`src/rtl/piaw_pkg.sv`:
```
package piaw_pkg;

    localparam int DEF_DATA_WIDTH = 32;
    localparam int DEF_FRAC_BITS  = 16;

    localparam int KP_W       = 31;
    localparam int TS_W       = 17;
    localparam int CFG_ADDR_W = 2;
    localparam int TUSER_W    = 2;

    typedef enum logic [CFG_ADDR_W-1:0] {
        REG_KP        = 2'd0,
        REG_TS_PER_T1 = 2'd1,
        REG_OUT_MAX   = 2'd2,
        REG_OUT_MIN   = 2'd3
    } reg_idx_t;

    typedef enum logic [3:0] {
        ST_IDLE,
        ST_MUL1_LO,
        ST_MUL1_HI,
        ST_PROP,
        ST_MUL2_LO,
        ST_MUL2_HI,
        ST_INTEG,
        ST_SUM,
        ST_LIMIT
    } state_t;

    typedef struct packed {
        logic load;
        logic mul_lo;
        logic mul_hi;
        logic mul_sel_p;
        logic prop;
        logic integ;
        logic sum;
        logic limit;
    } cmd_t;

    typedef struct packed {
        logic out_free;
        logic skip_mul2;
    } sts_t;

endpackage

```
`src/rtl/piaw_mul.sv`:
```
module piaw_mul
    import piaw_pkg::*;
#(
    parameter int A_W = DEF_DATA_WIDTH + 1,
    parameter int F_W = KP_W
) (
    input  logic               aclk,
    input  logic               lo_en,
    input  logic               hi_en,
    input  logic [A_W-1:0]     a,
    input  logic [F_W-1:0]     f,
    output logic [A_W+F_W-1:0] prod
);

    localparam int LO_W = (A_W + 1) / 2;
    localparam int HI_W = A_W - LO_W;
    localparam int P_W  = A_W + F_W;

    logic [P_W-1:0]       acc_reg, acc_next;
    logic [LO_W+F_W-1:0]  pp_lo;
    logic [HI_W+F_W-1:0]  pp_hi;

    // two partial products, low half first
    assign pp_lo = a[LO_W-1:0] * f;
    assign pp_hi = a[A_W-1:LO_W] * f;

    always_comb begin
        acc_next = acc_reg;
        if (lo_en) begin
            acc_next = P_W'(pp_lo);
        end else if (hi_en) begin
            acc_next = acc_reg + (P_W'(pp_hi) << LO_W);
        end
    end

    always_ff @(posedge aclk) begin
        acc_reg <= acc_next;
    end

    assign prod = acc_reg;

endmodule

```
`src/rtl/piaw_ctrl.sv`:
```
module piaw_ctrl
    import piaw_pkg::*;
(
    input  logic aclk,
    input  logic aresetn,
    input  logic s_tvalid,
    output logic s_tready,
    input  sts_t sts,
    output cmd_t cmd
);

    state_t state_reg, state_next;

    always_ff @(posedge aclk) begin
        if (!aresetn) begin
            state_reg <= ST_IDLE;
        end else begin
            state_reg <= state_next;
        end
    end

    always_comb begin
        state_next = state_reg;
        cmd        = '0;
        s_tready   = 1'b0;
        unique case (state_reg)
            ST_IDLE: begin
                s_tready = 1'b1;
                if (s_tvalid) begin
                    cmd.load   = 1'b1;
                    state_next = ST_MUL1_LO;
                end
            end
            ST_MUL1_LO: begin
                cmd.mul_lo = 1'b1;
                state_next = ST_MUL1_HI;
            end
            ST_MUL1_HI: begin
                cmd.mul_hi = 1'b1;
                state_next = ST_PROP;
            end
            ST_PROP: begin
                cmd.prop   = 1'b1;
                state_next = sts.skip_mul2 ? ST_INTEG : ST_MUL2_LO;
            end
            ST_MUL2_LO: begin
                cmd.mul_lo    = 1'b1;
                cmd.mul_sel_p = 1'b1;
                state_next    = ST_MUL2_HI;
            end
            ST_MUL2_HI: begin
                cmd.mul_hi    = 1'b1;
                cmd.mul_sel_p = 1'b1;
                state_next    = ST_INTEG;
            end
            ST_INTEG: begin
                cmd.integ     = 1'b1;
                cmd.mul_sel_p = 1'b1;
                state_next    = ST_SUM;
            end
            ST_SUM: begin
                cmd.sum    = 1'b1;
                state_next = ST_LIMIT;
            end
            ST_LIMIT: begin
                if (sts.out_free) begin
                    cmd.limit  = 1'b1;
                    state_next = ST_IDLE;
                end
            end
            default: begin
                state_next = ST_IDLE;
            end
        endcase
    end

`ifndef NO_ASSERTIONS
    a_accept_starts: assert property (@(posedge aclk) disable iff (!aresetn)
        (s_tvalid && s_tready) |=> (state_reg == ST_MUL1_LO))
        else $error("accepted word did not start the first multiply");

    a_limit_free: assert property (@(posedge aclk) disable iff (!aresetn)
        cmd.limit |-> sts.out_free)
        else $error("result written while output register is occupied");

    a_ready_quiet: assert property (@(posedge aclk) disable iff (!aresetn)
        s_tready |-> !(cmd.mul_lo || cmd.mul_hi || cmd.prop || cmd.integ
                       || cmd.sum || cmd.limit))
        else $error("datapath busy while input is ready");

    a_limit_done: assert property (@(posedge aclk) disable iff (!aresetn)
        cmd.limit |=> s_tready)
        else $error("no return to ready after result");
`endif

endmodule

```
`src/rtl/piaw_dpath.sv`:
```
module piaw_dpath
    import piaw_pkg::*;
#(
    parameter int DATA_WIDTH = DEF_DATA_WIDTH,
    parameter int FRAC_BITS  = DEF_FRAC_BITS
) (
    input  logic                  aclk,
    input  logic                  aresetn,
    input  cmd_t                  cmd,
    output sts_t                  sts,
    input  logic                  cfg_wr_en,
    input  logic [CFG_ADDR_W-1:0] cfg_addr,
    input  logic [(DATA_WIDTH > KP_W ? DATA_WIDTH : KP_W)-1:0] cfg_wr_data,
    input  logic [DATA_WIDTH-1:0] reference,
    input  logic [DATA_WIDTH-1:0] feedback,
    input  logic [DATA_WIDTH-1:0] preset_value,
    input  logic                  preset,
    input  logic                  clear,
    output logic                  m_tvalid,
    input  logic                  m_tready,
    output logic [DATA_WIDTH-1:0] drive_out
);

    localparam int DW    = DATA_WIDTH;
    localparam int AW    = DW + 1;
    localparam int PW    = AW + KP_W;
    localparam int QW    = PW - FRAC_BITS;
    localparam int TSC_W = (TS_W > FRAC_BITS + 1) ? TS_W : FRAC_BITS + 1;

    localparam logic [DW-1:0]   MAG_POS = {1'b0, {(DW-1){1'b1}}};
    localparam logic [DW-1:0]   MAG_NEG = {1'b1, {(DW-1){1'b0}}};
    localparam logic [DW+1:0]   SMAX    = {3'b000, {(DW-1){1'b1}}};
    localparam logic [DW+1:0]   SMIN    = {3'b111, {(DW-1){1'b0}}};
    localparam logic [TSC_W-1:0] TS_ONE = TSC_W'(1) << FRAC_BITS;

    function automatic logic [DW+1:0] sx(input logic [DW-1:0] v);
        sx = {{2{v[DW-1]}}, v};
    endfunction

    function automatic logic [DW-1:0] sat(input logic [DW+1:0] x);
        if ($signed(x) > $signed(SMAX)) begin
            sat = MAG_POS;
        end else if ($signed(x) < $signed(SMIN)) begin
            sat = MAG_NEG;
        end else begin
            sat = x[DW-1:0];
        end
    endfunction

    // configuration
    logic [KP_W-1:0] kp_reg;
    logic [TS_W-1:0] ts_reg;
    logic [DW-1:0]   omax_reg;
    logic [DW-1:0]   omin_reg;

    always_ff @(posedge aclk) begin
        if (!aresetn) begin
            kp_reg   <= KP_W'(1) << FRAC_BITS;
            ts_reg   <= '0;
            omax_reg <= MAG_POS;
            omin_reg <= MAG_NEG;
        end else if (cfg_wr_en) begin
            unique case (reg_idx_t'(cfg_addr))
                REG_KP:        kp_reg   <= cfg_wr_data[KP_W-1:0];
                REG_TS_PER_T1: ts_reg   <= cfg_wr_data[TS_W-1:0];
                REG_OUT_MAX:   omax_reg <= cfg_wr_data[DW-1:0];
                REG_OUT_MIN:   omin_reg <= cfg_wr_data[DW-1:0];
                default: ;
            endcase
        end
    end

    // sample capture
    logic [AW-1:0] err_mag_reg;
    logic          err_neg_reg;
    logic [DW-1:0] pre_reg;
    logic          preset_reg;
    logic          clear_reg;
    logic [AW-1:0] diff_a, diff_b;
    logic          err_neg;

    assign diff_a  = {reference[DW-1], reference} - {feedback[DW-1], feedback};
    assign diff_b  = {feedback[DW-1], feedback} - {reference[DW-1], reference};
    assign err_neg = $signed(reference) < $signed(feedback);

    always_ff @(posedge aclk) begin
        if (cmd.load) begin
            err_mag_reg <= err_neg ? diff_b : diff_a;
            err_neg_reg <= err_neg;
            pre_reg     <= preset_value;
            preset_reg  <= preset;
            clear_reg   <= clear;
        end
    end

    // shared multiplier
    logic [DW-1:0]   p_mag_reg, p_reg;
    logic            p_neg_reg;
    logic [TS_W-1:0] ts_eff;
    logic [AW-1:0]   mul_a;
    logic [KP_W-1:0] mul_f;
    logic [PW-1:0]   prod;
    logic [QW-1:0]   q;

    assign ts_eff = (TSC_W'(ts_reg) > TS_ONE) ? TS_W'(TS_ONE) : ts_reg;
    assign mul_a  = cmd.mul_sel_p ? AW'(p_mag_reg) : err_mag_reg;
    assign mul_f  = cmd.mul_sel_p ? KP_W'(ts_eff) : kp_reg;

    piaw_mul #(
        .A_W (AW),
        .F_W (KP_W)
    ) u_mul (
        .aclk  (aclk),
        .lo_en (cmd.mul_lo),
        .hi_en (cmd.mul_hi),
        .a     (mul_a),
        .f     (mul_f),
        .prod  (prod)
    );

    assign q = prod[PW-1:FRAC_BITS];

    // proportional term
    logic [DW-1:0] lim_mag, p_mag;
    logic          p_neg;

    always_comb begin
        lim_mag = err_neg_reg ? MAG_NEG : MAG_POS;
        p_mag   = (q > QW'(lim_mag)) ? lim_mag : q[DW-1:0];
        p_neg   = err_neg_reg;
        if (clear_reg) begin
            p_mag = '0;
            p_neg = 1'b0;
        end
    end

    always_ff @(posedge aclk) begin
        if (cmd.prop) begin
            p_mag_reg <= p_mag;
            p_neg_reg <= p_neg;
            p_reg     <= p_neg ? (DW'(0) - p_mag) : p_mag;
        end
    end

    // integrator, sum and limits
    logic [DW-1:0] integ_reg, integ_next;
    logic [DW-1:0] y_reg;
    logic [DW-1:0] drive_reg, drive_next;
    logic          m_valid_reg, m_valid_next;
    logic [DW:0]   step;
    logic [DW+1:0] acc_sum, pre_sum, back_sum;
    logic [DW-1:0] lim_sel;
    logic          inverted, at_min, at_max;

    assign step     = p_neg_reg ? ((DW+1)'(0) - {1'b0, q[DW-1:0]}) : {1'b0, q[DW-1:0]};
    assign acc_sum  = sx(integ_reg) + {step[DW], step};
    assign pre_sum  = sx(pre_reg) - sx(p_reg);
    assign inverted = $signed(omax_reg) < $signed(omin_reg);
    assign at_min   = $signed(y_reg) <= $signed(omin_reg);
    assign at_max   = $signed(y_reg) >= $signed(omax_reg);
    assign lim_sel  = at_min ? omin_reg : omax_reg;
    assign back_sum = sx(lim_sel) - sx(p_reg);

    always_comb begin
        integ_next = integ_reg;
        drive_next = drive_reg;
        if (cmd.integ) begin
            if (clear_reg) begin
                integ_next = '0;
            end else if (preset_reg) begin
                integ_next = sat(pre_sum);
            end else begin
                integ_next = sat(acc_sum);
            end
        end
        if (cmd.limit) begin
            if (inverted) begin
                drive_next = '0;
            end else if (at_min || at_max) begin
                drive_next = lim_sel;
                integ_next = sat(back_sum);
            end else begin
                drive_next = y_reg;
            end
        end
    end

    always_comb begin
        m_valid_next = m_valid_reg;
        if (cmd.limit) begin
            m_valid_next = 1'b1;
        end else if (m_tready) begin
            m_valid_next = 1'b0;
        end
    end

    always_ff @(posedge aclk) begin
        if (!aresetn) begin
            integ_reg   <= '0;
            m_valid_reg <= 1'b0;
        end else begin
            integ_reg   <= integ_next;
            m_valid_reg <= m_valid_next;
        end
    end

    always_ff @(posedge aclk) begin
        if (cmd.sum) begin
            y_reg <= sat(sx(p_reg) + sx(integ_reg));
        end
        drive_reg <= drive_next;
    end

    assign sts.out_free  = !m_valid_reg || m_tready;
    assign sts.skip_mul2 = clear_reg || preset_reg;
    assign m_tvalid      = m_valid_reg;
    assign drive_out     = drive_reg;

endmodule

```
`src/rtl/pi_regulator_anti_windup_unit.sv`:
```
// pi regulator with clamping anti-windup, signed fixed point
// steps: multiply kp * error, proportional term, multiply p * ts_per_t1 (skipped with
// clear or preset), integrator, sum and limit; the shared multiplier forms each product
// as two partial products, and no new word is taken until the result is in the output register
// reset: synchronous active-low aresetn clears the integrator, the output valid and the
// sequencer, and loads kp = 1.0, ts_per_t1 = 0 and the widest output limits
module pi_regulator_anti_windup_unit
    import piaw_pkg::*;
#(
    parameter int DATA_WIDTH = DEF_DATA_WIDTH,
    parameter int FRAC_BITS  = DEF_FRAC_BITS
) (
    input  logic                  aclk,
    input  logic                  aresetn,
    input  logic                  cfg_wr_en,
    input  logic [CFG_ADDR_W-1:0] cfg_addr,
    input  logic [(DATA_WIDTH > KP_W ? DATA_WIDTH : KP_W)-1:0] cfg_wr_data,
    input  logic                  s_tvalid,
    output logic                  s_tready,
    // reference, feedback, preset_value
    input  logic [((3*DATA_WIDTH+7)/8)*8-1:0] s_tdata,
    // preset, clear
    input  logic [TUSER_W-1:0]    s_tuser,
    output logic                  m_tvalid,
    input  logic                  m_tready,
    // drive_out
    output logic [((DATA_WIDTH+7)/8)*8-1:0] m_tdata
);

    localparam int DW    = DATA_WIDTH;
    localparam int OUT_W = ((DATA_WIDTH + 7) / 8) * 8;

    cmd_t          cmd;
    sts_t          sts;
    logic [DW-1:0] drive_out;

    piaw_ctrl u_ctrl (
        .aclk     (aclk),
        .aresetn  (aresetn),
        .s_tvalid (s_tvalid),
        .s_tready (s_tready),
        .sts      (sts),
        .cmd      (cmd)
    );

    piaw_dpath #(
        .DATA_WIDTH (DATA_WIDTH),
        .FRAC_BITS  (FRAC_BITS)
    ) u_dpath (
        .aclk         (aclk),
        .aresetn      (aresetn),
        .cmd          (cmd),
        .sts          (sts),
        .cfg_wr_en    (cfg_wr_en),
        .cfg_addr     (cfg_addr),
        .cfg_wr_data  (cfg_wr_data),
        .reference    (s_tdata[DW-1:0]),
        .feedback     (s_tdata[2*DW-1:DW]),
        .preset_value (s_tdata[3*DW-1:2*DW]),
        .preset       (s_tuser[0]),
        .clear        (s_tuser[1]),
        .m_tvalid     (m_tvalid),
        .m_tready     (m_tready),
        .drive_out    (drive_out)
    );

    assign m_tdata = OUT_W'(drive_out);

endmodule

```
`config.mk`:
```
export PLATFORM = sky130hd
export DESIGN_NAME = pi_regulator_anti_windup_unit
export DESIGN_NICKNAME = d
export VERILOG_FILES = /design/src/rtl/piaw_pkg.sv /design/src/rtl/piaw_mul.sv /design/src/rtl/piaw_ctrl.sv /design/src/rtl/piaw_dpath.sv /design/src/rtl/pi_regulator_anti_windup_unit.sv
export SDC_FILE = /design/constraint.sdc
export NUM_CORES = 2
export LEC_CHECK = 0
export BUFFER_PORTS_ARGS = -buffer_cell sky130_fd_sc_hd__buf_2
export CORE_MARGIN = 2
export CORE_UTILIZATION = 38
export DETAILED_ROUTE_END_ITERATION = 12
export SLEW_MARGIN = 20
export SYNTH_ARGS = -nofsm -noshare
export SYNTH_HDL_FRONTEND = slang
export SYNTH_HIERARCHICAL = 1
export SYNTH_SLANG_ARGS = --single-unit
export TNS_END_PERCENT = 30
```
`constraint.sdc`:
```
create_clock -name aclk -period 10.85 [get_ports aclk]
set_clock_uncertainty 0.05 [all_clocks]
set_input_delay 1.085 -clock aclk [delete_from_list [all_inputs] [get_ports aclk]]
set_output_delay 1.085 -clock aclk [all_outputs]
set_load 0.01 [all_outputs]
```
# --- Yosys cells after proc, flatten, opt, wreduce, memory -nomap -nowiden ---
# Index checks and enable logic that the tools add are counted.
classes:
  n_reduce_logical: 16
  n_bitwise: 0
  n_lt_le_gt_ge: 14
  mul: 2
  n_addsub: 9
  div_mod_pow: 0
  eq_ne: 13
  mux: 44
  n_shift: 0
ops:
  columns: ["operator", "n"]
  rows:
  - ["32-bit 2-to-1 mux", 19]
  - ["34-bit by 32-bit > comparator with 1-bit output (second input constant)", 4]
  - ["34-bit by 32-bit < comparator with 1-bit output (second input constant)", 4]
  - ["32-bit by 32-bit subtractor with 33-bit output", 4]
  - ["33-bit 2-to-1 mux", 3]
  - ["48-bit 2-to-1 mux", 2]
  - ["64-bit adder", 1]
  - ["32-bit < comparator", 2]
  - ["48-bit by 32-bit > comparator with 1-bit output", 1]
  - ["17-bit by 31-bit multiplier with 48-bit output", 1]
  - ["16-bit by 31-bit multiplier with 47-bit output", 1]
  - ["4-bit one-hot mux with 9 select lines", 1]
  - ["32-bit by 33-bit adder with 34-bit output", 1]
  - ["32-bit by 32-bit adder with 33-bit output", 1]
  - ["1-bit by 32-bit subtractor with 33-bit output (first input constant)", 1]
  - ["32-bit >= comparator", 1]
  - ["32-bit less-or-equal comparator", 1]
  - ["1-bit by 32-bit subtractor with 32-bit output (first input constant)", 1]
  - ["31-bit 2-to-1 mux", 1]
  - ["17-bit > comparator (second input constant)", 1]
  - ["17-bit 2-to-1 mux", 1]
  - ["4-bit by 3-bit equality test with 1-bit output (second input constant)", 4]
  - ["1-bit 2-to-1 mux", 14]
  - ["2-bit AND reduction", 5]
  - ["other kinds (15)", 23]
totals:
  word_cells: 117
  n_memories: 0
  register_bits: 410
  out_inout_bits: 34
  romBits: 0
  mem_bits_rw: 0
  latchBits: 0

# --- Depth between registers and ports, before layout ---
depth:
  word_depth: 12
  mapped_depth: 45

# --- Modules after synthesis ---
# Netlist, hierarchy kept.
modules_own_cells:
  columns: ["mod", "cells_each", "instances", "seq_area_each_um2", "area_each_um2"]
  rows:
  - ["piaw_mul", 4274, 1, 1761.7, 36698.9]
  - ["piaw_dpath", 3405, 1, 8788.4, 28478.6]
  - ["piaw_ctrl", 32, 1, 80.1, 302.8]

# --- Worst setup path after synthesis ---
# No wires, ideal clock.
synth_path:
  path_kind: "flip-flop to flip-flop"
  from: "register u_ctrl.state_reg[1]"
  to: "register u_dpath.u_mul.acc_reg[63] (netlist: u_dpath/u_mul/prod[63])"
  period_less_slack_ns: 10.088
  slack_ns: 0.762
  stages_incl_launch_ff: 42
  arrival_ns: 9.968
  n_path_buf: 6
  setup_time_ns: 0.071
  path_cell_list: "dfxtp_1 -> buf_2 -> and2_1 -> nor3b_1 -> clkbuf_1 -> buf_1 -> clkbuf_1 -> nand3b_1 -> o21ai_0 -> clkbuf_1 -> nand2_1 -> fa_1 -> fa_1 -> fa_1 -> inv_1 -> fa_1 -> fa_1 -> inv_1 -> [6 not listed] -> a221o_1 -> o311ai_4 -> o21ai_1 -> o41a_1 -> a211o_1 -> a221oi_2 -> o21ai_1 -> xor2_1 -> ha_1 -> and4_1 -> nor2b_1 -> nand3_1 -> o211ai_1 -> a31oi_1 -> xnor2_1 -> or4b_1 -> a21o_1 -> a21oi_1"
synth_rtl:
  columns: ["element", "line", "text"]
  rows:
  - ["from (decl)", "piaw_ctrl.sv:12", "state_t state_reg, state_next;"]
  - ["from (signal assigned)", "piaw_ctrl.sv:18", "state_reg <= state_next;"]
  - ["to (signal assigned)", "piaw_mul.sv:37", "acc_reg <= acc_next;"]
  - ["to (decl)", "piaw_mul.sv:19", "logic [P_W-1:0] acc_reg, acc_next;"]

==> flow_summary_export.csv <==
group,metric,value,unit
run,cap_violations,0,
drt,routed_wl,216000,um
clock_tree,path_clk_slew,70,ps
drt,wire_per_inst,21.9,um
pwr,power,0.0103,W
timing,post-route-period-util,95.2,%
clock_tree,cts_tree,"yes",
global_routing,grt_pass1_wl,327000,um
hold_path,hp-class,"flop to flop",
drt,viasPerCell,5.49,
pwr,p_switching,0.00511,W
clock_tree,cts_hold_buf,0,
worst_setup_path,critPathMaxFanout,23,
worst_setup_path,rr_startpoint,"u_ctrl/state_reg[1]$_SDFFE_PN0P_",
drt,vias,54100,
clock_tree,cts_num_sinks,393,
final_layout,multiInputGateArea,0.0490,sq mm
worst_setup_path,crit_required,11310,ps
pwr,clkPwrFrac,16.5,%
placement,gp_congestion,0.987,
timing,setup_viol,0,
worst_setup_path,criticalPathCategory,"flop to flop",
final_layout,largest_reg_flops,48,
final_layout,instances_no_fill,9857,
floorplan,initial_core_util,38.3,%
pwr,power_frac_comb,62.7,%
yosys,synthCells,7654,
floorplan,die_w,417,um
clock_tree,cts_root_buf,"clkbuf_16",
yosys,syn_area_per_cell,8.46,sq um
yosys,synthesis.nets,9247,
global_routing,grt_max_degree,81,
timing,hold-worst-slack,404,ps
drt,remaining_drc_errors,0,
final_layout,fin_nets,9188,
global_routing,grtUsageTotal,24.4,%
floorplan,io_pins,171,
hold_path,hold_start,"u_dpath/omin_reg[30]$_SDFFE_PN0P_",
timing,worst_slew_pin_slew,1150,ps
pwr,p_per_area,147,mW/mm^2
worst_setup_path,crit_family,"adder cells",
floorplan,die_area,0.174,sq mm
pwr,p_int,0.00517,W
placement,post_dp_cell_area,0.0678,sq mm
worst_setup_path,critPathSlowestCell,"or4b_1",
worst_setup_path,crit_arrival,10790,ps
placement,pre_cts_ws,184,ps
worst_setup_path,worstSetupStartpointType,"flop",
clock_tree,numCtsBuffers,45,
placement,dp_cells,9748,
global_routing,antenna_found_initial,19,
clock_tree,cts.htree.levels,2,
pwr,switching_share,49.7,%
final_layout,fill_cells,17100,
pwr,ir_worst_vdd,177,uV
placement,port_buffers,170,
worst_setup_path,critPathLaunch,"u_ctrl/state_reg[1]$_SDFFE_PN0P_",
clock_tree,cts_max_path_buffers,3,
timing,post-route-min-period,10330,ps
global_routing,grt_overflow_total,0,
floorplan,core_area,0.169,sq mm
final_layout,regArea,0.0101,sq mm
worst_setup_path,cp_common_cell,"fa_1",
yosys,synthesis.area,0.0648,sq mm
drt,first_iter_violations,4423,
timing,setup_ws,518,ps
worst_setup_path,slowest_delay,550,ps
final_layout,drive_gt1_share,6.77,%
worst_setup_path,critPathBufInv,5,
yosys,yosys_warnings,6,
pwr,seqPwrFrac,20.7,%
clock_tree,clk_latency,640,ps
worst_setup_path,end_kind,"flop",
drt,drt-pass1-iter-count,6,
final_layout,final_area,0.0698,sq mm
global_routing,grt_pass1_vias,53900,
final_layout,syn_to_final_growth,7.72,%
floorplan,rows,151,
placement,dp_hpwl,173000,um
timing,fmax,96.8,MHz
floorplan,fp.dieH,417,um
timing,slew_headroom,23.0,%
drt,postRouteAntennaNets,0,
run_status,status,"finished clean",
timing,final-hold-violation-count,0,
pwr,leakagePower,32.0,nW
timing,slew_viol_final,0,
[tightest hold or removal path: stages, from the launching register on]
cell and delay (ps):
dfxtp_1 310, nand2_1 50, a21oi_1 50
[per-layer routing]
| layer | vias up | GRT usage, % | part of all wire (%) |
|---|---|---|---|
| met4 | 4 | 9.72 | 4.8 |
| li1 | 24900 | - | - |
| met2 | 1795 | 40.8 | 47 |
| met3 | 349 | 3.11 | 6.2 |
| met5 | - | 0 | 0.013 |
| met1 | 27100 | 32.1 | 42 |
[cells in the final DEF, fill, tap and decap left out, types with 47 or more instances in the layout]
cell / count
buf_4: 109
inv_1: 1169
ha_1: 609
fa_1: 845
o21bai_1: 49
a21o_1: 199
o21ai_0: 281
xnor2_1: 186
nor3_1: 74
xor2_1: 110
dfxtp_1: 165
and2_1: 313
a21oi_1: 530
mux2i_1: 89
buf_2: 170
edfxtp_1: 228
and3_1: 57
nand2_1: 1158
nand4_1: 72
o21a_1: 47
nand3_1: 76
nand2b_1: 53
nor2_1: 304
o211ai_1: 58
[power groups by stage]
stage               Clock, W  Sequential, W  Combinational, W
floorplan                  0        0.00198           0.00453
CTS                  0.00173        0.00212           0.00639
global placement           0        0.00215           0.00629
finish               0.00170        0.00213           0.00645
global route         0.00178        0.00213           0.00712
detailed placement         0        0.00215           0.00634
[final cells by class]
class	count	share of cell area [%]
Clock buffer	50	1.67
Timing Repair Buffer	290	2.60
Clock inverter	34	0.655
Sequential cell	393	14.5
Antenna cell	7	0.0251
Inverter	1172	6.31
Tap cell	2218	3.98
Multi-Input combinational cell	5693	70.2
[worst paths after layout]
check             slack (ps)  cells past startpoint                                  end
setup / recovery         520                     37  u_dpath/u_mul/prod[63]$_SDFFE_PP0P_
hold / removal           400                      2    u_dpath/omin_reg[30]$_SDFFE_PN0P_
setup reg to reg         520                     37  u_dpath/u_mul/prod[63]$_SDFFE_PP0P_
hold reg to reg          400                      2    u_dpath/omin_reg[30]$_SDFFE_PN0P_
[metrics by stage]
step           utilization [%]  TNS [ps]
3_5_place_dp              40.1         0
2_1_floorplan                -         0
6_report                  41.2         0
4_1_cts                   41.0         0
3_3_place_gp              40.1         0
5_1_grt                   41.2     -3.93
[repair_timing]
action                     in CTS  in global routing
setup endpoints to repair       0                  4
hold endpoints to repair        0                  0
buffers inserted                0                 16
resized for setup               0                 28
No activity file was read; power rests on OpenSTA's default activity.
